--- src/rtl/lab_to_lch_pixel_top_defines.svh ---
// Assertion macros shared by the LCh conversion block.
// Define ASSERT_OFF to compile every check away.
`ifndef LAB_TO_LCH_PIXEL_TOP_DEFINES_SVH
`define LAB_TO_LCH_PIXEL_TOP_DEFINES_SVH

`ifndef ASSERT_OFF

// The consequent must hold in the same cycle as the antecedent.
`define LAB2LCH_ASSERT_HOLDS(label, clk, rst_n, ante, cons) \
    label: assert property (@(posedge clk) disable iff (!rst_n) (ante) |-> (cons)) \
        else $error("lab2lch: same-cycle check failed");

// The consequent must hold in the cycle after the antecedent.
`define LAB2LCH_ASSERT_NEXT(label, clk, rst_n, ante, cons) \
    label: assert property (@(posedge clk) disable iff (!rst_n) (ante) |=> (cons)) \
        else $error("lab2lch: next-cycle check failed");

`else

`define LAB2LCH_ASSERT_HOLDS(label, clk, rst_n, ante, cons)
`define LAB2LCH_ASSERT_NEXT(label, clk, rst_n, ante, cons)

`endif

`endif

--- src/rtl/lab2lch_pkg.sv ---
`default_nettype none

package lab2lch_pkg;

    localparam int ANGLE_STEPS_DEF   = 16;
    localparam int FRACTION_BITS_DEF = 8;

    localparam int LIGHT_W   = 15;
    localparam int AXIS_W    = 16;
    localparam int CHROMA_W  = 16;
    localparam int HUE_W     = 15;
    localparam int SQ_W      = 32;

    localparam int GUARD_BITS   = 24;
    localparam int TABLE_BITS   = 24;
    localparam int TABLE_LEN    = 24;
    localparam int CORDIC_W     = AXIS_W + GUARD_BITS + 3;
    localparam int ANGLE_HEAD_W = 17;
    localparam int ROOT_STEPS   = 16;

    localparam int HUE_FULL      = 23040;
    localparam int HUE_HALF_TURN = 11520;
    localparam int HUE_UP        = 5760;
    localparam int HUE_DOWN      = 17280;

    typedef struct packed {
        logic eol;
        logic a_zero;
        logic b_neg;
        logic b_zero;
    } flags_t;

    // atan(2^-i) in degrees, scaled by 2^24.
    localparam longint ATAN_DEG [TABLE_LEN] = '{
        64'sd754974720, 64'sd445687602, 64'sd235489088, 64'sd119537938,
        64'sd60000934,  64'sd30029717,  64'sd15018523,  64'sd7509720,
        64'sd3754917,   64'sd1877466,   64'sd938734,    64'sd469367,
        64'sd234684,    64'sd117342,    64'sd58671,     64'sd29335,
        64'sd14668,     64'sd7334,      64'sd3667,      64'sd1833,
        64'sd917,       64'sd458,       64'sd229,       64'sd115
    };

    // Step angle in units of 2^-(6+frac_bits) degree, rounded half up.
    function automatic longint step_angle(input int idx, input int frac_bits);
        longint t;
        int     sh;
        t  = 64'sd0;
        sh = TABLE_BITS - 6 - frac_bits;
        if (idx >= 0 && idx < TABLE_LEN) begin
            t = ATAN_DEG[idx];
            if (sh > 0) begin
                t = (t + (64'sd1 <<< (sh - 1))) >>> sh;
            end
            else begin
                t = t <<< (-sh);
            end
        end
        return t;
    endfunction

endpackage

`default_nettype wire

--- src/rtl/lab2lch_front.sv ---
`default_nettype none

module lab2lch_front #(
    parameter int FRACTION_BITS = lab2lch_pkg::FRACTION_BITS_DEF
) (
    input  wire logic                                        clk,
    input  wire logic                                        rst_n,
    input  wire logic                                        up_valid,
    output logic                                             up_stall,
    input  wire logic        [lab2lch_pkg::LIGHT_W-1:0]      up_lightness,
    input  wire logic signed [lab2lch_pkg::AXIS_W-1:0]       up_a,
    input  wire logic signed [lab2lch_pkg::AXIS_W-1:0]       up_b,
    input  wire logic                                        up_eol,
    output logic                                             dn_valid,
    input  wire logic                                        dn_stall,
    output logic signed [lab2lch_pkg::CORDIC_W-1:0]          dn_x,
    output logic signed [lab2lch_pkg::CORDIC_W-1:0]          dn_y,
    output logic signed [FRACTION_BITS+lab2lch_pkg::ANGLE_HEAD_W-1:0] dn_z,
    output logic        [lab2lch_pkg::CHROMA_W-1:0]          dn_root,
    output logic        [lab2lch_pkg::SQ_W-1:0]              dn_rest,
    output logic        [lab2lch_pkg::LIGHT_W-1:0]           dn_lightness,
    output lab2lch_pkg::flags_t                              dn_flags
);

    localparam int ZW = FRACTION_BITS + lab2lch_pkg::ANGLE_HEAD_W;
    localparam int XW = lab2lch_pkg::CORDIC_W;
    localparam int EXT_W = XW - (lab2lch_pkg::AXIS_W + 1) - lab2lch_pkg::GUARD_BITS;
    localparam logic signed [ZW-1:0] BASE_HALF =
        ZW'(longint'(lab2lch_pkg::HUE_HALF_TURN) <<< FRACTION_BITS);

    logic                                   valid_reg;
    logic signed [XW-1:0]                   x_reg, x_next;
    logic signed [XW-1:0]                   y_reg, y_next;
    logic signed [ZW-1:0]                   z_reg, z_next;
    logic [lab2lch_pkg::SQ_W-1:0]           rest_reg, rest_next;
    logic [lab2lch_pkg::LIGHT_W-1:0]        lightness_reg;
    lab2lch_pkg::flags_t                    flags_reg, flags_next;

    logic signed [lab2lch_pkg::AXIS_W:0]    a_ext, b_ext, x_start, y_start;
    logic signed [lab2lch_pkg::SQ_W-1:0]    a_sq, b_sq;
    logic                                   load;

    assign up_stall = valid_reg && dn_stall;
    assign load     = up_valid && !up_stall;

    always_comb
    begin
        a_ext = {up_a[lab2lch_pkg::AXIS_W-1], up_a};
        b_ext = {up_b[lab2lch_pkg::AXIS_W-1], up_b};
        if (up_a[lab2lch_pkg::AXIS_W-1])
        begin
            x_start = -a_ext;
            y_start = -b_ext;
            z_next  = BASE_HALF;
        end
        else
        begin
            x_start = a_ext;
            y_start = b_ext;
            z_next  = '0;
        end
        x_next = {{EXT_W{x_start[lab2lch_pkg::AXIS_W]}}, x_start,
                  {lab2lch_pkg::GUARD_BITS{1'b0}}};
        y_next = {{EXT_W{y_start[lab2lch_pkg::AXIS_W]}}, y_start,
                  {lab2lch_pkg::GUARD_BITS{1'b0}}};
        a_sq      = lab2lch_pkg::SQ_W'(up_a) * lab2lch_pkg::SQ_W'(up_a);
        b_sq      = lab2lch_pkg::SQ_W'(up_b) * lab2lch_pkg::SQ_W'(up_b);
        rest_next = lab2lch_pkg::SQ_W'(a_sq) + lab2lch_pkg::SQ_W'(b_sq);
        flags_next.eol    = up_eol;
        flags_next.a_zero = (up_a == '0);
        flags_next.b_neg  = up_b[lab2lch_pkg::AXIS_W-1];
        flags_next.b_zero = (up_b == '0);
    end

    always_ff @(posedge clk or negedge rst_n)
    begin
        if (!rst_n)
        begin
            valid_reg <= 1'b0;
        end
        else if (!up_stall)
        begin
            valid_reg <= up_valid;
        end
    end

    always_ff @(posedge clk)
    begin
        if (load)
        begin
            x_reg         <= x_next;
            y_reg         <= y_next;
            z_reg         <= z_next;
            rest_reg      <= rest_next;
            lightness_reg <= up_lightness;
            flags_reg     <= flags_next;
        end
    end

    assign dn_valid     = valid_reg;
    assign dn_x         = x_reg;
    assign dn_y         = y_reg;
    assign dn_z         = z_reg;
    assign dn_root      = '0;
    assign dn_rest      = rest_reg;
    assign dn_lightness = lightness_reg;
    assign dn_flags     = flags_reg;

endmodule

`default_nettype wire

--- config.mk ---
export PLATFORM = sky130hd
export DESIGN_NAME = lab2lch_front
export DESIGN_NICKNAME = d
export VERILOG_FILES = /design/src/rtl/lab_to_lch_pixel_top_defines.svh /design/src/rtl/lab2lch_pkg.sv /design/src/rtl/lab2lch_front.sv
export SDC_FILE = /design/constraint.sdc
export NUM_CORES = 1
export LEC_CHECK = 0
export BUFFER_PORTS_ARGS = -buffer_cell sky130_fd_sc_hd__buf_2
export CORE_ASPECT_RATIO = 1.5
export CORE_MARGIN = 4
export CORE_UTILIZATION = 50
export CTS_CLUSTER_DIAMETER = 150
export DETAILED_ROUTE_END_ITERATION = 8
export GPL_TIMING_DRIVEN = 0
export PLACE_DENSITY = 0.72
export SLEW_MARGIN = 20
export SYNTH_ARGS = -nofsm -noshare
export SYNTH_HDL_FRONTEND = slang
export SYNTH_SLANG_ARGS = --single-unit
--- constraint.sdc ---
create_clock -name clk -period 8.8 [get_ports clk]
set_clock_uncertainty 0.1 [all_clocks]
set_input_delay 0.88 -clock clk [delete_from_list [all_inputs] [get_ports clk]]
set_output_delay 0.88 -clock clk [all_outputs]
set_load 0.05 [all_outputs]
# == After elaboration in Yosys (flattened, before gate mapping) ==
# Index checks and enable logic that the tools add are counted.
# W data, S select, Z words.
# totals
ff_bits,111
inputBits,52
# classes
n_addsub,3
multipliers,2
mux,3
n_reduce_logical,5
# ops
op,count
$mul A16 B16 Y32,2
$mux W17,2
$neg A16 Y17,2
$add A32 B32 Y32,1
$logic_not A16 Y1,2
$mux W22,1
$logic_and A1 B1 Y1,2
$logic_not A1 Y1,1

# == Logic depth before layout (Yosys ltp) ==
# Gate-level depths: netlist of run 1.
# depth
word_depth,3
depth_mapped,28
ltp_nobuf,25

# == Least setup slack after synthesis of run 1 ==
# No wires, ideal clock.
# synth_path
path_kind,in2reg
start,input up_b[15] in the netlist's numbering
end,register rest_reg (netlist bit dn_rest[30]) (data pin)
t_arrival_ns,7.913
path_slack_ns,0.527
cell_stages,25
n_path_buf,2
cell_sequence,clkbuf_1 -> inv_1 -> clkbuf_1 -> nor2_1 -> fa_1 -> inv_1 -> fa_1 -> fa_1 -> inv_1 -> fa_1 -> fa_1 -> fa_1 -> fa_1 -> inv_1 -> fa_1 -> inv_1 -> ha_1 -> a211oi_1 -> o21ai_0 -> a21oi_1 -> o21ai_0 -> a41oi_1 -> o31ai_2 -> o31ai_2 -> xnor2_1
# synth_between
elab_chain_cells,2
# synth_rtl
item,line,source
from (decl),lab2lch_front.sv:12,"input wire logic signed [lab2lch_pkg::AXIS_W-1:0] up_b,"
$mul A16 B16 Y32,lab2lch_front.sv:67,b_sq = lab2lch_pkg::SQ_W'(up_b) * lab2lch_pkg::SQ_W'(up_b);
$add A32 B32 Y32,lab2lch_front.sv:68,rest_next = lab2lch_pkg::SQ_W'(a_sq) + lab2lch_pkg::SQ_W'(b_sq);
via rest_next (one bit),lab2lch_front.sv:35,"logic [lab2lch_pkg::SQ_W-1:0] rest_reg, rest_next;"
to (signal assigned),lab2lch_front.sv:94,rest_reg <= rest_next;
to (decl),lab2lch_front.sv:35,
# The timed path passes the listed nets, and every way through them passes these cells.
# A chain may end at the register's enable or synchronous reset.

# == Worst setup path in the final report of run 1 ==
# layout_path
start,input up_b[9] in the netlist's numbering
end,register rest_reg (netlist bit dn_rest[31]) (data pin)
# Same word-level chain as after synthesis.

==> reports/qor.csv, run 1 <==
stage,metric,value,unit
run_status,outcome,finished clean,
flow_run,cap_violations,0,
clock_tree,cts_buffer_depth,2,
critical_path,reg2regPathDepth,4,
logic_synthesis,synthXorXnorAreaFrac,0.03640,
sta,hold_viol,0,
floorplanning,dieArea,46280,sq um
placement,place.gp.congestion,0.9649,
critical_path,crit_type,input port to register,
floorplanning,row_count,92,
floorplanning,initial_core_util,0.5069,
global_routing,grt_overflow,0,
finish,fin_area,23600,sq um
sta,worstMarginPinSlew,1073,ps
clock_tree,clk_pin_slew,90,ps
logic_synthesis,muxShareOfSynthArea,0.001519,
floorplanning,die_h,261.5,um
critical_path,cp.arrival,8720,ps
drt,drt_first_pass_iters,5,
clock_tree,root_buffer,clkbuf_16,
global_routing,grt_start_max_net_pins,27,
logic_synthesis,syn_area_per_cell,10.20,sq um
global_routing,grtUsageTotal,0.2521,
clock_tree,numClockSinks,87,
logic_synthesis,synthArstFlopShare,0.01149,
drt,wl,55.57,mm
logic_synthesis,synth_cell_types,52,
sta,max_slew_margin,0.2849,
global_routing,antenna_found_initial,0,
sta,fmax,0.1152,GHz
min_path,min_path_type,input port to async pin,
drt,drc,0,
logic_synthesis,synth_fa_ha_area_frac,0.5775,
sta,setup_violations,0,
finish,drive_above_1_share,0.1269,
clock_tree,htree_levels,3,
critical_path,start_kind,input port,
finish,layout.nets,3073,
finish,num_antenna_cells,0,
logic_synthesis,yosysSeqAreaShare,0.1218,
sta,period_needed,8680,ps
finish,fill_cells,3743,
sta,setup_slack,119.8,ps
floorplanning,core_area,42250,sq um
drt,drt_iter0_markers,772,
drt,final_antenna_net_count,0,
placement,place_area,23250,sq um
global_routing,grt_pass1_wl,87.94,mm
finish,final_util,0.5587,
clock_tree,cts_buffers,9,
finish,regArea,2608,sq um
logic_synthesis,synth_simple_gate_area_share,0.07765,
floorplanning,pin_count,232,
drt,viasPerCell,5.014,
logic_synthesis,synth_edf_count,86,
clock_tree,cts_tree,done,
logic_synthesis,synth_compound_area_frac,0.02986,
sta,finalCritPeriodShare,0.9864,
finish,syn_to_final_growth,10.21,%
placement,port_buffers,144,
placement,dp_hpwl,48.14,mm
drt,vias,14610,
finish,multi_input_area,15840,sq um
floorplanning,die_w,177.0,um
critical_path,crit_path_max_fanout,10,
logic_synthesis,synth_top_family_by_area,adder cells,
global_routing,grt_pass1_vias,16900,
critical_path,rrSetupSlack,6840,ps
clock_tree,clk_latency,390,ps
logic_synthesis,yosys_most_used_dff,edfxtp_1,
sta,rsz0062_at_grt,yes,
sta,hold_ws,141.6,ps
critical_path,crit_required,8840,ps
critical_path,endpoint_kind,register,
critical_path,r2r-end,dn_y[25]$_DFFE_PP_,
placement,post-place-ws,-846.4,ps
logic_synthesis,syn_inst,2100,
sta,maxSlewViolCount,0,
drt,wire_per_inst,19.07,um
logic_synthesis,ys_warn_count,0,
critical_path,worstReg2RegStart,dn_valid$_DFFE_PN0N_,
logic_synthesis,synth_area,21420,sq um
logic_synthesis,synth.ff_latch_count,87,
==> layout by cell type, fill, tap and decap left out, types with 12 or more instances in the layout <==
cell      synthesis  layout
conb_1            1      87
nand3_1          12      12
edfxtp_1         86      86
clkbuf_1         55      39
buf_2             0     145
nor2_1           80      79
buf_4            92      94
clkbuf_2          1      15
fa_1            519     519
o21ai_0          19      19
a21oi_1          23      23
nand2_1         154     154
inv_1           636     636
and2_1           76      76
xnor2_1          79      79
ha_1            158     158
==> cell families (layout without fill, tap and decap cells) <==
kind of cell    count (synthesis)  after routing
buf+inv                       793            956
xor+xnor                       89             89
compound gates                 91             91
simple gates                  359            359
flops                          87             87
other cells                     1             87
mux                             3              3
fa+ha+maj                     677            677
==> registers in the layout (all words and copies together) (netlist names) <==
signal        flops
dn_flags          4
dn_y             17
dn_x             17
dn_z              1
dn_lightness     15
dn_rest          32
dn_valid          1
==> synth_stat cells (2+ instances only) <==
cell type / number / area, sq um
clkinv_1: 5 / 18.77
or2_2: 4 / 25.02
inv_1: 636 / 2387
mux2_2: 2 / 22.52
buf_1: 4 / 15.01
nor3_1: 10 / 50.05
ha_1: 158 / 1977
or3_1: 2 / 12.51
nand2_1: 154 / 578.1
buf_4: 92 / 690.7
o21ai_0: 19 / 95.09
nor2b_1: 4 / 25.02
a31o_2: 3 / 26.28
a21o_1: 10 / 75.07
o21bai_1: 3 / 22.52
edfxtp_1: 86 / 2582
clkbuf_1: 55 / 206.5
o21ai_1: 2 / 10.01
nor2_1: 80 / 300.3
a21oi_1: 23 / 115.1
a41oi_1: 2 / 17.52
or4_4: 3 / 33.78
o31ai_1: 8 / 60.06
xor2_1: 10 / 87.58
o31ai_2: 2 / 25.02
fa_1: 519 / 10390
xnor2_1: 79 / 691.9
o21a_1: 4 / 30.03
a31oi_1: 2 / 12.51
nand2b_1: 7 / 43.79
a211oi_1: 3 / 22.52
o41ai_1: 2 / 17.52
nand3_1: 12 / 60.06
o211ai_1: 2 / 15.01
and2_1: 76 / 475.5
==> how the worst max path moves through the flow <==
stage | start | endpoint | slack (ps)
2_1_floorplan | up_b[15] | dn_rest[30]$_DFFE_PP_ | 530
3_3_place_gp | up_b[15] | dn_rest[30]$_DFFE_PP_ | -1500
3_5_place_dp | up_a[15] | dn_rest[30]$_DFFE_PP_ | -850
4_1_cts | up_a[4] | dn_rest[31]$_DFFE_PP_ | 9
5_1_grt | up_b[9] | dn_rest[31]$_DFFE_PP_ | -50
6_report | up_b[9] | dn_rest[31]$_DFFE_PP_ | 120
==> through the flow <==
stage,cells,TNS [ps]
floorplan,2186,0
global placement,2894,-15100
detailed placement,2898,-5175
CTS,2913,0
global route,2913,-55.91
finish,2913,0
==> repair_timing <==
action,in CTS,in global routing
setup buffers,0,2
resized for setup,3,27
hold buffers,0,0
endpoints found under the setup margin,7,11
==> area by class of cell <==
type,count,area share
clock buffer,9,0.009542
timing repair buffer,150,0.03451
buffer,149,0.03918
multi-input combinational,1306,0.6711
sequential,87,0.1105
clock inverter,7,0.003340
tap,564,0.02990
inverter,641,0.1019
==> routing by layer <==
layer,wire (um),track usage,share of wire
met2,31200,0.4783,0.56
met3,2543,0.02585,0.046
met4,5079,0.1839,0.091
met1,16750,0.2518,0.30
met5,0,0,0
==> worst max-delay path: stages <==
cell and delay (ps):
buf_2 130, clkbuf_1 450, clkbuf_1 570, nand2_1 230, fa_1 530, fa_1 550
inv_1 50, fa_1 490, inv_1 50, fa_1 530, inv_1 50, fa_1 410
fa_1 440, fa_1 510, inv_1 50, fa_1 500, inv_1 50, ha_1 370
a21oi_4 200, o211ai_1 150, a21oi_1 170, nand2_1 160, a311oi_4 590, a21oi_2 170
o22ai_1 280, xnor2_1 110
Power of run 1 is not shown: default switching activity piles up to over one toggle a cycle in this logic, so the estimate is an artifact.
==> inputs of run 2 (changes only) <==
--- a/config.mk
+++ b/config.mk
@@ -13,6 +13,7 @@
 export DETAILED_ROUTE_END_ITERATION = 8
 export GPL_TIMING_DRIVEN = 0
 export PLACE_DENSITY = 0.72
+export SETUP_SLACK_MARGIN = 0.2
 export SLEW_MARGIN = 20
 export SYNTH_ARGS = -nofsm -noshare
 export SYNTH_HDL_FRONTEND = slang
==> run 2 against run 1 <==
  * Via count fell by 0.73%
  * First-iteration DRC count down 0.65%
  * Fmax increased by 3.9%
  * Global-route usage barely moved
  * Critical path type unchanged
  * Setup slack improved by 320 ps
  * Critical endpoint unchanged
  * Sequential cell count is the same
  * Final area grew 0.18%
  * Count of clock-buffer cells in the layout unchanged
  * Core utilization is 0.10 points higher
  * Register-to-register slack about the same
  * Worst hold slack gained 2.5 ps
  * Routed wire length about the same
==> reports/qor.csv, run 2 (synthesized netlist as in run 1, its figures left out) <==
stage,metric,value,unit
global_routing,grt_pass1_vias,16870,
clock_tree,clk_latency,390,ps
finish,syn_to_final_growth,10.41,%
floorplanning,die_w,177.0,um
sta,setup_violations,0,
finish,multi_input_area,15840,sq um
finish,drive_above_1_share,0.1315,
finish,mostFrequentLayoutCells,"635 x inv_1, 518 x fa_1, 158 x ha_1",
global_routing,grtUsageTotal,0.2525,
drt,wl,55.51,mm
finish,regArea,2608,sq um
critical_path,crit_type,input port to register,
sta,worstMarginPinSlew,1086,ps
sta,setup_slack,443.0,ps
placement,port_buffers,144,
clock_tree,cts_buffer_depth,2,
clock_tree,cts_hold_buf,0,
finish,num_antenna_cells,0,
floorplanning,dieArea,46280,sq um
drt,final_antenna_net_count,0,
global_routing,grt_start_max_net_pins,27,
drt,viasPerCell,4.978,
floorplanning,row_count,92,
critical_path,cp_common_cell,fa_1,
global_routing,antenna_found_initial,0,
finish,largest_reg_flops,32,
floorplanning,pin_count,232,
critical_path,endpoint_kind,register,
sta,tns,0,ps
run_status,outcome,finished clean,
global_routing,grt_overflow,0,
clock_tree,root_buffer,clkbuf_16,
sta,fmax,0.1197,GHz
clock_tree,numClockSinks,87,
placement,place.gp.congestion,0.9649,
floorplanning,core_area,42250,sq um
floorplanning,initial_core_util,0.5069,
clock_tree,cts_tree,done,
drt,drt_first_pass_iters,5,
sta,period_needed,8357,ps
sta,max_slew_margin,0.2761,
critical_path,cpMaxStageDelayCell,fa_1,
drt,wire_per_inst,19.06,um
clock_tree,cts_buffers,9,
floorplanning,die_h,261.5,um
sta,finalCritPeriodShare,0.9497,
sta,rsz0062_at_grt,yes,
critical_path,cp.arrival,8390,ps
finish,fill_cells,3739,
sta,hold_viol,0,
critical_path,rrSetupSlack,6850,ps
placement,post-place-ws,-846.4,ps
critical_path,max_stage_delay,550,ps
finish,final_common_cell,inv_1,
min_path,min_path_type,input port to async pin,
placement,dp_hpwl,48.14,mm
drt,drt_iter0_markers,767,
sta,maxSlewViolCount,0,
clock_tree,clk_pin_slew,90,ps
finish,layout.nets,3073,
flow_run,cap_violations,0,
sta,hold_ws,144.2,ps
critical_path,crit_required,8840,ps
clock_tree,htree_levels,3,
drt,drc,0,
global_routing,grt_pass1_wl,88.02,mm
critical_path,crit_path_max_fanout,10,
critical_path,start_kind,input port,
drt,vias,14500,
==> run 2: cell count changes in the layout (fill, tap and decap cells not counted), moves of 2 or more <==
cell,change
clkbuf_1,-7
buf_4,+2
clkinvlp_4,+2
clkbuf_2,+3
==> run 2: critical path: cells and delay by family <==
kind / cells / cell delay (ps)
adders and majority gates: 9 / 4360
buffers and inverters: 8 / 1450
AOI/OAI and AO/OA: 6 / 1190
xor gates and xnor gates: 1 / 110
and+or+nand+nor: 2 / 380
==> run 2: stage by stage <==
step	utilization	std cells	cell area [sq um]
floorplan	-	2186	21740
global placement	0.5483	2894	23160
detailed placement	0.5504	2898	23250
CTS	0.5582	2913	23580
global route	0.5597	2913	23640
finish	0.5597	2913	23640
==> run 2: per-layer routing <==
layer	up-vias	share of wire	GRT usage
li1	6348	-	-
met1	7427	0.31	0.2549
met2	530	0.56	0.4788
met3	195	0.043	0.02469
met4	0	0.089	0.1806
met5	-	0	0
==> run 2: repair_timing <==
item / in CTS / in global routing
buffers inserted: 0 / 5
gates cloned: 0 / 0
endpoints found under the setup margin: 11 / 12
pin swaps: 1 / 2
gates resized for setup: 14 / 21
==> run 2: cell type report <==
type                    count  area share
well taps                 564     0.02985
plain buffers             146     0.03900
flip-flops and latches     87      0.1103
multi-input cells        1306      0.6700
repair buffers            153     0.03593
inverters                 641      0.1021
clock buffers               9    0.009525
clock inverters             7    0.003334
==> run 2: worst paths after layout <==
path / startpoint / end / cells past startpoint
setup / recovery: up_b[8] / dn_rest[31]$_DFFE_PP_ / 26
hold / removal: rst_n / dn_valid$_DFFE_PN0N_ / 1
setup reg to reg: dn_valid$_DFFE_PN0N_ / dn_y[25]$_DFFE_PP_ / 4
hold reg to reg: dn_valid$_DFFE_PN0N_ / dn_valid$_DFFE_PN0N_ / 2
max in group asynchronous: rst_n / dn_valid$_DFFE_PN0N_ / 1
min in group clk: up_lightness[7] / dn_lightness[7]$_DFFE_PP_ / 1
Power of run 2 is left out for the same reason.
