File: src/rtl/lab_to_lch_pixel_top_defines.svh
// Assertion macros shared by the LCh conversion block.
// Define ASSERT_OFF to compile every check away.
`ifndef LAB_TO_LCH_PIXEL_TOP_DEFINES_SVH
`define LAB_TO_LCH_PIXEL_TOP_DEFINES_SVH

`ifndef ASSERT_OFF

// The consequent must hold in the same cycle as the antecedent.
`define LAB2LCH_ASSERT_HOLDS(label, clk, rst_n, ante, cons) \
    label: assert property (@(posedge clk) disable iff (!rst_n) (ante) |-> (cons)) \
        else $error("lab2lch: same-cycle check failed");

// The consequent must hold in the cycle after the antecedent.
`define LAB2LCH_ASSERT_NEXT(label, clk, rst_n, ante, cons) \
    label: assert property (@(posedge clk) disable iff (!rst_n) (ante) |=> (cons)) \
        else $error("lab2lch: next-cycle check failed");

`else

`define LAB2LCH_ASSERT_HOLDS(label, clk, rst_n, ante, cons)
`define LAB2LCH_ASSERT_NEXT(label, clk, rst_n, ante, cons)

`endif

`endif

File: src/rtl/lab2lch_pkg.sv
`default_nettype none

package lab2lch_pkg;

    localparam int ANGLE_STEPS_DEF   = 16;
    localparam int FRACTION_BITS_DEF = 8;

    localparam int LIGHT_W   = 15;
    localparam int AXIS_W    = 16;
    localparam int CHROMA_W  = 16;
    localparam int HUE_W     = 15;
    localparam int SQ_W      = 32;

    localparam int GUARD_BITS   = 24;
    localparam int TABLE_BITS   = 24;
    localparam int TABLE_LEN    = 24;
    localparam int CORDIC_W     = AXIS_W + GUARD_BITS + 3;
    localparam int ANGLE_HEAD_W = 17;
    localparam int ROOT_STEPS   = 16;

    localparam int HUE_FULL      = 23040;
    localparam int HUE_HALF_TURN = 11520;
    localparam int HUE_UP        = 5760;
    localparam int HUE_DOWN      = 17280;

    typedef struct packed {
        logic eol;
        logic a_zero;
        logic b_neg;
        logic b_zero;
    } flags_t;

    // atan(2^-i) in degrees, scaled by 2^24.
    localparam longint ATAN_DEG [TABLE_LEN] = '{
        64'sd754974720, 64'sd445687602, 64'sd235489088, 64'sd119537938,
        64'sd60000934,  64'sd30029717,  64'sd15018523,  64'sd7509720,
        64'sd3754917,   64'sd1877466,   64'sd938734,    64'sd469367,
        64'sd234684,    64'sd117342,    64'sd58671,     64'sd29335,
        64'sd14668,     64'sd7334,      64'sd3667,      64'sd1833,
        64'sd917,       64'sd458,       64'sd229,       64'sd115
    };

    // Step angle in units of 2^-(6+frac_bits) degree, rounded half up.
    function automatic longint step_angle(input int idx, input int frac_bits);
        longint t;
        int     sh;
        t  = 64'sd0;
        sh = TABLE_BITS - 6 - frac_bits;
        if (idx >= 0 && idx < TABLE_LEN) begin
            t = ATAN_DEG[idx];
            if (sh > 0) begin
                t = (t + (64'sd1 <<< (sh - 1))) >>> sh;
            end
            else begin
                t = t <<< (-sh);
            end
        end
        return t;
    endfunction

endpackage

`default_nettype wire

File: src/rtl/lab2lch_cell.sv
`default_nettype none

module lab2lch_cell #(
    parameter int CELL_INDEX    = 0,
    parameter int ANGLE_STEPS   = lab2lch_pkg::ANGLE_STEPS_DEF,
    parameter int FRACTION_BITS = lab2lch_pkg::FRACTION_BITS_DEF
) (
    input  wire logic                                        clk,
    input  wire logic                                        rst_n,
    input  wire logic                                        up_valid,
    output logic                                             up_stall,
    input  wire logic signed [lab2lch_pkg::CORDIC_W-1:0]     up_x,
    input  wire logic signed [lab2lch_pkg::CORDIC_W-1:0]     up_y,
    input  wire logic signed [FRACTION_BITS+lab2lch_pkg::ANGLE_HEAD_W-1:0] up_z,
    input  wire logic        [lab2lch_pkg::CHROMA_W-1:0]     up_root,
    input  wire logic        [lab2lch_pkg::SQ_W-1:0]         up_rest,
    input  wire logic        [lab2lch_pkg::LIGHT_W-1:0]      up_lightness,
    input  wire lab2lch_pkg::flags_t                         up_flags,
    output logic                                             dn_valid,
    input  wire logic                                        dn_stall,
    output logic signed [lab2lch_pkg::CORDIC_W-1:0]          dn_x,
    output logic signed [lab2lch_pkg::CORDIC_W-1:0]          dn_y,
    output logic signed [FRACTION_BITS+lab2lch_pkg::ANGLE_HEAD_W-1:0] dn_z,
    output logic        [lab2lch_pkg::CHROMA_W-1:0]          dn_root,
    output logic        [lab2lch_pkg::SQ_W-1:0]              dn_rest,
    output logic        [lab2lch_pkg::LIGHT_W-1:0]           dn_lightness,
    output lab2lch_pkg::flags_t                              dn_flags
);

    localparam int ZW = FRACTION_BITS + lab2lch_pkg::ANGLE_HEAD_W;
    localparam int XW = lab2lch_pkg::CORDIC_W;
    localparam int RW = lab2lch_pkg::CHROMA_W;
    localparam int SW = lab2lch_pkg::SQ_W;
    localparam bit DO_ROT  = (CELL_INDEX < ANGLE_STEPS) &&
                             (CELL_INDEX < lab2lch_pkg::TABLE_LEN);
    localparam bit DO_ROOT = CELL_INDEX < lab2lch_pkg::ROOT_STEPS;
    localparam int ROT_K   = DO_ROT ? CELL_INDEX : 0;
    localparam int ROOT_K  = DO_ROOT ? (lab2lch_pkg::ROOT_STEPS - 1 - CELL_INDEX) : 0;
    localparam logic signed [ZW-1:0] STEP =
        ZW'(lab2lch_pkg::step_angle(CELL_INDEX, FRACTION_BITS));

    logic                               valid_reg;
    logic signed [XW-1:0]               x_reg, x_next;
    logic signed [XW-1:0]               y_reg, y_next;
    logic signed [ZW-1:0]               z_reg, z_next;
    logic [RW-1:0]                      root_reg, root_next;
    logic [SW-1:0]                      rest_reg, rest_next;
    logic [lab2lch_pkg::LIGHT_W-1:0]    lightness_reg;
    lab2lch_pkg::flags_t                flags_reg;

    logic signed [XW-1:0]               dx, dy;
    logic [SW:0]                        trial;
    logic                               load;

    assign up_stall = valid_reg && dn_stall;
    assign load     = up_valid && !up_stall;

    always_comb
    begin
        dx        = up_x >>> ROT_K;
        dy        = up_y >>> ROT_K;
        x_next    = up_x;
        y_next    = up_y;
        z_next    = up_z;
        root_next = up_root;
        rest_next = up_rest;
        trial     = ((SW + 1)'(up_root) << (ROOT_K + 1)) + ((SW + 1)'(1) << (2 * ROOT_K));
        if (DO_ROT)
        begin
            if (!up_y[XW-1])
            begin
                x_next = up_x + dy;
                y_next = up_y - dx;
                z_next = up_z + STEP;
            end
            else
            begin
                x_next = up_x - dy;
                y_next = up_y + dx;
                z_next = up_z - STEP;
            end
        end
        if (DO_ROOT)
        begin
            if ({1'b0, up_rest} >= trial)
            begin
                rest_next = SW'({1'b0, up_rest} - trial);
                root_next = up_root | (RW'(1) << ROOT_K);
            end
        end
    end

    always_ff @(posedge clk or negedge rst_n)
    begin
        if (!rst_n)
        begin
            valid_reg <= 1'b0;
        end
        else if (!up_stall)
        begin
            valid_reg <= up_valid;
        end
    end

    always_ff @(posedge clk)
    begin
        if (load)
        begin
            x_reg         <= x_next;
            y_reg         <= y_next;
            z_reg         <= z_next;
            root_reg      <= root_next;
            rest_reg      <= rest_next;
            lightness_reg <= up_lightness;
            flags_reg     <= up_flags;
        end
    end

    assign dn_valid     = valid_reg;
    assign dn_x         = x_reg;
    assign dn_y         = y_reg;
    assign dn_z         = z_reg;
    assign dn_root      = root_reg;
    assign dn_rest      = rest_reg;
    assign dn_lightness = lightness_reg;
    assign dn_flags     = flags_reg;

endmodule

`default_nettype wire

File: config.mk
export PLATFORM = sky130hd
export DESIGN_NAME = lab2lch_cell
export DESIGN_NICKNAME = d
export VERILOG_FILES = /design/src/rtl/lab_to_lch_pixel_top_defines.svh /design/src/rtl/lab2lch_pkg.sv /design/src/rtl/lab2lch_cell.sv
export SDC_FILE = /design/constraint.sdc
export NUM_CORES = 1
export LEC_CHECK = 0
export BUFFER_PORTS_ARGS = -buffer_cell sky130_fd_sc_hd__buf_2
export CAP_MARGIN = 5
export CELL_PAD_IN_SITES_DETAIL_PLACEMENT = 0
export CELL_PAD_IN_SITES_GLOBAL_PLACEMENT = 2
export CORE_MARGIN = 2
export CORE_UTILIZATION = 30
export CTS_CLUSTER_DIAMETER = 150
export DETAILED_ROUTE_END_ITERATION = 8
export GPL_TIMING_DRIVEN = 0
export PLACE_DENSITY_LB_ADDON = 0.1
export SLEW_MARGIN = 40
export SYNTH_ARGS = -nofsm -noshare
export SYNTH_HDL_FRONTEND = slang
export SYNTH_SLANG_ARGS = --single-unit
File: constraint.sdc
create_clock -name clk -period 9.6 [get_ports clk]
set_input_delay 1.44 -clock clk [delete_from_list [all_inputs] [get_ports clk]]
set_output_delay 1.44 -clock clk [all_outputs]
set_load 0.01 [all_outputs]
Yosys cells after proc, flatten, opt, wreduce, memory -nomap -nowiden
Index checks and enable logic that the tools add are counted.
{ "totals": {"word_cells": 27, "output_inout_bits": 180, "inputBits": 182, "register_bits": 179} }
{ "op_classes": {"n_reduce_logical": 3, "n_addsub": 7, "magnitude_cmp": 1, "muxes": 4} }
{ "ops": {"columns": ["cell", "count"], "rows": [
  ["$mux 43", 2],
  ["$sub 43x43->43", 2],
  ["$add 43x43->43", 1],
  ["$add 32x31->33 const B", 1],
  ["$ge 32x33->1", 1],
  ["$mux 32", 1],
  ["$sub 32x32->32", 1],
  ["$add 25x21->25 const B", 1],
  ["$mux 25", 1],
  ["$sub 25x21->25 const B", 1],
  ["$logic_and 1x1->1", 2],
  ["$logic_not 1->1", 1]
]} }

Longest topological paths before layout
Gate-level depths: netlist (run 1).
{ "logic_depth": {"depth_word": 3, "mapped_depth": 13, "mapped_depth_nobuf": 12} }

Worst setup path before layout (run 1)
OpenSTA, ideal clock, no wires.
{ "synth_path": {"path_kind": "input-to-reg", "startpoint": "input dn_stall", "endpoint": "register flags_reg, in the netlist dn_flags[0], enable pin", "required_time_ns": 8.863, "stages": 2, "slack_ns": -0.561, "n_path_buf": 0, "setup_time_ns": 0.737, "t_arrival_ns": 9.424, "cell_sequence": "and2_1 > nor2b_1"} }
{ "synth_between": {"elab_chain_cells": 3} }
{ "synth_rtl": {"columns": ["element", "line", "text"], "rows": [
  ["start, declared", "lab2lch_cell.sv:20", "input wire logic dn_stall,"],
  ["$logic_and 1x1->1", "lab2lch_cell.sv:55", "assign up_stall = valid_reg && dn_stall;"],
  ["$logic_not 1->1", null, null],
  ["$logic_and 1x1->1", "lab2lch_cell.sv:56", "assign load = up_valid && !up_stall;"],
  ["via load", "lab2lch_cell.sv:53", "logic load;"],
  ["end signal, assigned", "lab2lch_cell.sv:115", "flags_reg <= up_flags;"],
  ["end, declared", "lab2lch_cell.sv:49", "lab2lch_pkg::flags_t flags_reg;"]
]} }
The timed path passes the listed nets, and every way through them passes these cells.
A chain may end at the register's enable or synchronous reset.

Worst setup path in the final report (run 1)
{ "layout_path": {"startpoint": "input up_y[42] in the netlist's numbering", "endpoint": "register z_reg[24] (netlist: dn_z[24]) (data pin)"} }
{ "layout_between": {"elab_chain_cells": 1} }
{ "layout_rtl": {"columns": ["element", "line", "text"], "rows": [
  ["start, declared", "lab2lch_cell.sv:13", "input wire logic signed [lab2lch_pkg::CORDIC_W-1:0] up_y,"],
  ["$mux 25", "lab2lch_cell.sv:70", "if (!up_y[XW-1])"],
  ["via z_next[24]", "lab2lch_cell.sv:45", "logic signed [ZW-1:0] z_reg, z_next;"],
  ["end signal, assigned", "lab2lch_cell.sv:111", "z_reg <= z_next;"],
  ["end, declared", "lab2lch_cell.sv:45", null]
]} }
The timed path passes the listed nets, and every way through them passes these cells.

==> run_results.csv, run 1 <==
group,metric,value,unit
die,die_area,0.0502,mm²
clock_network,clockBufferDepth,2,
logic_synthesis,seq_area_frac_synth,0.368,
critical_path,arrival,4.89,ns
power,power.density,147,mW/mm²
logic_synthesis,yosysMostFrequentCell,"a21oi_1",
global_route,antenna_found_initial,4,
logic_synthesis,synth_edf_count,177,
timing,finalCritPeriodShare,0.483,
detailed_routing,routed_wl,60.2,mm
detailed_routing,routedWlPerCell,23.1,µm
logic_synthesis,synth_area_leaders,"edfxtp_1, ha_1, a21oi_1",
detailed_routing,drt.antenna.violating_nets,0,
layout,nNetsFinal,2320,
clock_network,insertion_delay,0.51,ns
timing,clock.fmax,216,MHz
critical_path,setup.worst_path.end_class,"flip-flop",
clock_network,path_clk_slew,0.08,ns
power,total_leakage_power,7.76,nW
logic_synthesis,ys_types,83,
clock_network,cts_root_buf,"clkbuf_16",
layout,fillers,5020,
logic_synthesis,synth-main-ff-cell,"edfxtp_1",
global_route,grt_pass1_vias,13700,
layout,ff_latch_area,0.00534,mm²
logic_synthesis,syn_inst,1591,
logic_synthesis,ys_ff_latch,178,
critical_path,crit_required,9.86,ns
global_route,grt-ovfl-total,0,
timing,fin_skew,0.0178,ns
clock_network,clock-sinks,178,
logic_synthesis,syn_area,0.0145,mm²
critical_path,path_class,"in -> reg",
detailed_routing,drt_pass1_iterations,5,
power,ir_worst_vdd,0.000130,V
detailed_routing,post-route-drc-count,0,
placed_design,place_congestion,0.955,
critical_path,path_max_fanout,13,
global_route,track_usage,0.238,
timing,rsz0062_at_grt,"no",
logic_synthesis,synth_top_cells_by_count,"a21oi_1, edfxtp_1, inv_1",
timing,relSlewSlack,0.345,
clock_network,post-cts-setup-buffers,0,
logic_synthesis,avgSynthCellArea,9.13,µm²
die,placementRows,80,
layout,area_growth,23.8,%
logic_synthesis,async_reset_ff_frac,0.00562,
timing,slew_viol_final,0,
critical_path,worst_setup_path_start_kind,"input pin",
global_route,grt_start_max_net_pins,22,
detailed_routing,drtIter0Drc,946,
hold_path,hp-class,"in -> async",
timing,finalHoldViolations,0,
die,coreArea,0.0477,mm²
detailed_routing,vias,13700,
placed_design,hpwlAfterDp,49.0,mm
clock_network,htree_levels,4,
timing,fin_crit,4.63,ns
placed_design,dpl_cell_area,0.0174,mm²
job,max_cap_violations,0,
global_route,grt_pass1_wl,87.9,mm
die,die_h,224,µm
clock_network,cts_tree,"done",
die,ios,362,
status,status,"finished clean",
layout,finalInstanceArea,0.0180,mm²
die,initial_core_util,0.304,
logic_synthesis,yosysTopAreaCell,"edfxtp_1",
placed_design,port_buffers,361,
detailed_routing,drt-vias-per-instance,5.25,
layout,drive_above_1_share,0.242,
logic_synthesis,synth_top_area_frac,0.366,
clock_network,cts-buffers-inserted,17,
clock_network,ctsHoldBuffers,0,
timing,setup_tns,0,ns
layout,multi_input_area,0.00831,mm²
logic_synthesis,synth_nets,1930,
timing,finalSetupViolations,0,
logic_synthesis,yosys_warnings,0,
die,die_x,224,µm
timing,tightest_slew,0.982,ns
clock_network,cts_resized,0,
[cell usage in the layout (no fill, tap or decap), drive strengths merged, types with 7 or more instances in the layout]
cell,instances
ha,152
or2,10
edfxtp,177
a21oi,191
inv,165
o22ai,8
a31oi,10
o21bai,28
nor2b,28
a21boi,8
a211oi,18
clkinv,9
and2,7
and3,9
buf,406
mux2,13
nand2b,22
o21a,13
nand4,26
nand2,83
o21ai,127
o221ai,7
nor3,31
clkbuf,42
o31ai,16
a21o,16
xnor2,75
nor2,129
o211ai,12
nand3,13
mux2i,19
xor2,27
nor4,18
[final timing paths]
path                       startpoint        to  slack [ns]  cells past startpoint
max                          up_y[42]  dn_z[24]        4.97                     14
min                             rst_n  dn_valid        0.70                      1
max reg2reg                  dn_valid   dn_y[8]        7.44                      8
min reg2reg                  dn_valid  dn_valid        0.70                      2
max in group asynchronous       rst_n  dn_valid        8.81                      1
min in group clk             dn_valid  dn_valid        0.70                      2
[per-layer routing]
metal	routed length, µm	track usage	vias to the layer above
li1	-	-	6525
met1	27400	0.314	6588
met2	27200	0.383	505
met3	3900	0.0547	75
met4	1670	0.0817	4
met5	35	0	-
[critical path, stage by stage]
cell,delay [ns]
buf_2,0.18
clkbuf_1,0.42
inv_2,0.22
clkbuf_2,0.45
ha_1,0.47
nor2b_1,0.14
o21ai_0,0.21
a21boi_0,0.15
o21ai_0,0.17
nand2b_1,0.11
a21oi_1,0.19
o21bai_1,0.15
or4_1,0.41
and3_1,0.18
[cell type report]
| type | count | share of cell area |
|---|---|---|
| antenna | 1 | 0.000139 |
| buffer | 60 | 0.0158 |
| clock buffer | 17 | 0.0237 |
| clock inverter | 15 | 0.0110 |
| inverter | 160 | 0.0334 |
| multi-input combinational | 1193 | 0.462 |
| sequential | 178 | 0.297 |
| tap | 615 | 0.0428 |
| timing repair buffer | 371 | 0.114 |
[power by group]
group / total, mW / switching (mW) / internal, mW
Clock: 0.761 / 0.403 / 0.357
Sequential: 0.975 / 0.0159 / 0.959
Combinational: 0.906 / 0.580 / 0.327
[kinds of logic after synthesis]
logic type               count (synthesis)  share of synthesized area
AO/OA/AOI/OAI                          501                      0.213
XOR/XNOR                               102                     0.0615
adder cells (fa/ha/maj)                157                      0.138
buffers and inverters                  220                     0.0602
flip-flops                             178                      0.368
multiplexers                            32                     0.0232
AND/OR/NAND/NOR                        401                      0.136
[sequential cells by signal, indices dropped and copies added, names as in the netlist]
name	cells
dn_flags	4
dn_z	25
dn_x	43
dn_lightness	15
dn_rest	32
dn_y	42
dn_root	16
dn_valid	1
[metrics by stage]
step	worst slack [ns]	std cells	util	total power, mW	hold slack (ns)
detailed placement	4.39	2577	0.363	1.89	0.700
floorplan	2.90	1591	-	1.53	0.749
CTS	4.94	2609	0.376	2.67	0.659
global placement	0.739	2567	0.358	1.89	0.621
global route	4.70	2609	0.376	2.78	0.671
finish	4.97	2610	0.377	2.64	0.703
Note: power is estimated with default switching activity, not from simulation.
==> run 2: changes to the inputs <==
--- a/config.mk
+++ b/config.mk
@@ -10,7 +10,7 @@
 export CELL_PAD_IN_SITES_DETAIL_PLACEMENT = 0
 export CELL_PAD_IN_SITES_GLOBAL_PLACEMENT = 2
 export CORE_MARGIN = 2
-export CORE_UTILIZATION = 30
+export CORE_UTILIZATION = 33
 export CTS_CLUSTER_DIAMETER = 150
 export DETAILED_ROUTE_END_ITERATION = 8
 export GPL_TIMING_DRIVEN = 0
==> constraint.sdc (replaced) <==
create_clock -name clk -period 4.3 [get_ports clk]
set_input_delay 0.645 -clock clk [delete_from_list [all_inputs] [get_ports clk]]
set_output_delay 0.645 -clock clk [all_outputs]
set_load 0.01 [all_outputs]
==> run 2 against run 1 <==
- sequential cell count is the same
- highest routed layer unchanged
- cell area down 0.24%
- worst setup slack worse by 4.6 ns
- worst hold slack got worse by 0.39 ns
- critical path type unchanged
- via count shrank 0.41%
- total power is 120% higher
==> run_results.csv, run 2 (synthesized netlist as in run 1, its figures left out) <==
group,metric,value,unit
clock_network,cts_root_buf,"clkbuf_16",
layout,instances_no_fill,2580,
job,max_cap_violations,0,
critical_path,cp_cell_sequence,"buf_2 > inv_1 > ha_1 > buf_2 > nor2b_1 > o31ai_1 > a211oi_1 > nor3_1 > or2_2 > nor2_1 > a2111oi_1 > a21oi_1 > xnor2_1",
detailed_routing,drtIter0Drc,1048,
clock_network,htree_levels,4,
timing,finalSetupViolations,0,
placed_design,pre_cts_slack,-0.0890,ns
global_route,antenna_found_initial,7,
detailed_routing,top_layer_used,"met5",
placed_design,hpwlAfterDp,48.5,mm
detailed_routing,wl_met2,27.8,mm
layout,layout_common_cells,"buf_2, a21oi_1, edfxtp_1, inv_1, ha_1",
detailed_routing,routedWlPerCell,23.0,µm
layout,final_common_cell,"buf_2",
layout,finalInstanceArea,0.0179,mm²
detailed_routing,drt_pass1_iterations,5,
layout,area_growth,23.5,%
global_route,grt_start_max_net_pins,23,
clock_network,cts_resized,0,
detailed_routing,vias,13600,
die,initial_core_util,0.336,
layout,drive_above_1_share,0.242,
timing,setup_tns,0,ns
timing,setup_ws,0.410,ns
die,ios,362,
critical_path,critPathBufInv,3,
critical_path,path_common_cell,"buf_2",
detailed_routing,met3_length,3.81,mm
hold_path,min_from,"up_z[13]",
status,status,"finished clean",
critical_path,arrival,4.14,ns
placed_design,dpl_cell_area,0.0173,mm²
timing,fin_skew,0.0111,ns
power,power.switching,2.21,mW
critical_path,worst_setup_path_start_kind,"input pin",
die,placementRows,76,
clock_network,cts-buffers-inserted,17,
critical_path,setup.worst_path.end_class,"flip-flop",
timing,finalHoldViolations,0,
die,die_h,214,µm
power,finalPower,5.88,mW
power,combPwrFrac,0.341,
power,clkPwrFrac,0.288,
power,switching_share,0.376,
critical_path,critical_path.startpoint,"up_x[2]",
power,total_leakage_power,7.76,nW
placed_design,place_congestion,0.977,
detailed_routing,post-route-drc-count,0,
critical_path,cpPeakStageDelay,0.74,ns
critical_path,slowest_stage,"a2111oi_1",
clock_network,clock-sinks,178,
detailed_routing,drt-vias-per-instance,5.29,
timing,clock.fmax,257,MHz
detailed_routing,routed_wl,59.4,mm
global_route,grt-ovfl-total,0,
layout,nNetsFinal,2320,
placed_design,dp_cells,2546,
detailed_routing,met1_length,26.4,mm
clock_network,clockBufferDepth,2,
die,coreArea,0.0433,mm²
placed_design,port_buffers,361,
timing,slew_viol_final,0,
timing,finalCritPeriodShare,0.905,
power,power_frac_seq,0.371,
timing,relSlewSlack,0.395,
clock_network,insertion_delay,0.51,ns
power,power.density,328,mW/mm²
global_route,grt_pass1_vias,13400,
critical_path,crit_required,4.55,ns
die,die_area,0.0457,mm²
critical_path,path_class,"in -> reg",
global_route,track_usage,0.259,
critical_path,r2r_start,"dn_valid",
power,ir_worst_vdd,0.000279,V
timing,rsz0062_at_grt,"no",
detailed_routing,drt.antenna.violating_nets,0,
clock_network,path_clk_slew,0.08,ns
layout,largest_reg_flops,43,
timing,tightest_slew,0.908,ns
power,internal-power,3.67,mW
global_route,grt_pass1_wl,85.9,mm
hold_path,hp-class,"in -> reg",
critical_path,crit_family,"compound AO/OA/AOI/OAI gates",
critical_path,path_max_fanout,9,
clock_network,cts_tree,"done",
timing,fin_crit,3.89,ns
die,die_x,214,µm
## run 2: cell count changes in the layout (fill, tap and decap cells not counted), sizes merged
cell and change:
buf -1, clkinv +1, clkinvlp -1, dlygate4sd3 +1
## run 2: layout make-up
cell class | count | area (µm²)
fillers | 4409 | 25300
multi-input cells | 1193 | 8330
flip-flops and latches | 178 | 5340
repair buffers | 371 | 2030
well taps | 585 | 732
inverters | 160 | 601
clock buffers | 17 | 425
plain buffers | 60 | 284
clock inverters | 15 | 199
diodes | 1 | 2.50
## run 2: final timing paths
kind / end / slack (ns) / depth (start not counted)
min in group asynchronous: dn_valid / 0.45 / 2
worst max register to register: dn_rest[31] / 2.13 / 6
worst min-delay path: dn_z[13] / 0.31 / 1
max in group asynchronous: dn_valid / 3.76 / 2
worst min register to register: dn_valid / 0.74 / 2
worst max-delay path: dn_y[36] / 0.41 / 13
## run 2: timing repair
| item | 4_1_cts | 5_1_grt |
|---|---|---|
| hold buffers | 1 | 0 |
| buffers inserted | 0 | 0 |
| setup endpoints to repair | 0 | 0 |
| hold endpoints to repair | 1 | 0 |
## run 2: power groups by stage
stage / sequential (mW) / clock, mW / combinational (mW)
after global placement: 2.23 / 0 / 1.96
after global routing: 2.20 / 1.80 / 2.19
after detailed placement: 2.22 / 0 / 1.99
after CTS: 2.18 / 1.76 / 2.00
final: 2.18 / 1.69 / 2.00
after floorplan: 2.31 / 0 / 1.10
## run 2: layer usage
metal / track usage / up-vias
met5: 0 / -
met4: 0.0838 / 10
met3: 0.0488 / 69
met2: 0.431 / 496
met1: 0.340 / 6538
li1: - / 6528
## run 2: worst register-to-register path: stages, from the launching register on
cell and delay (ns):
dfrtp_1 0.39, and2_1 0.21, nor2b_4 0.46, buf_16 0.24
buf_16 0.17, buf_8 0.21, buf_16 0.20
## run 2: per-stage QoR
stage,util,hold slack (ns)
2_1_floorplan,-,0.349
3_3_place_gp,0.394,0.421
3_5_place_dp,0.400,0.428
4_1_cts,0.414,0.273
5_1_grt,0.415,0.289
6_report,0.415,0.312
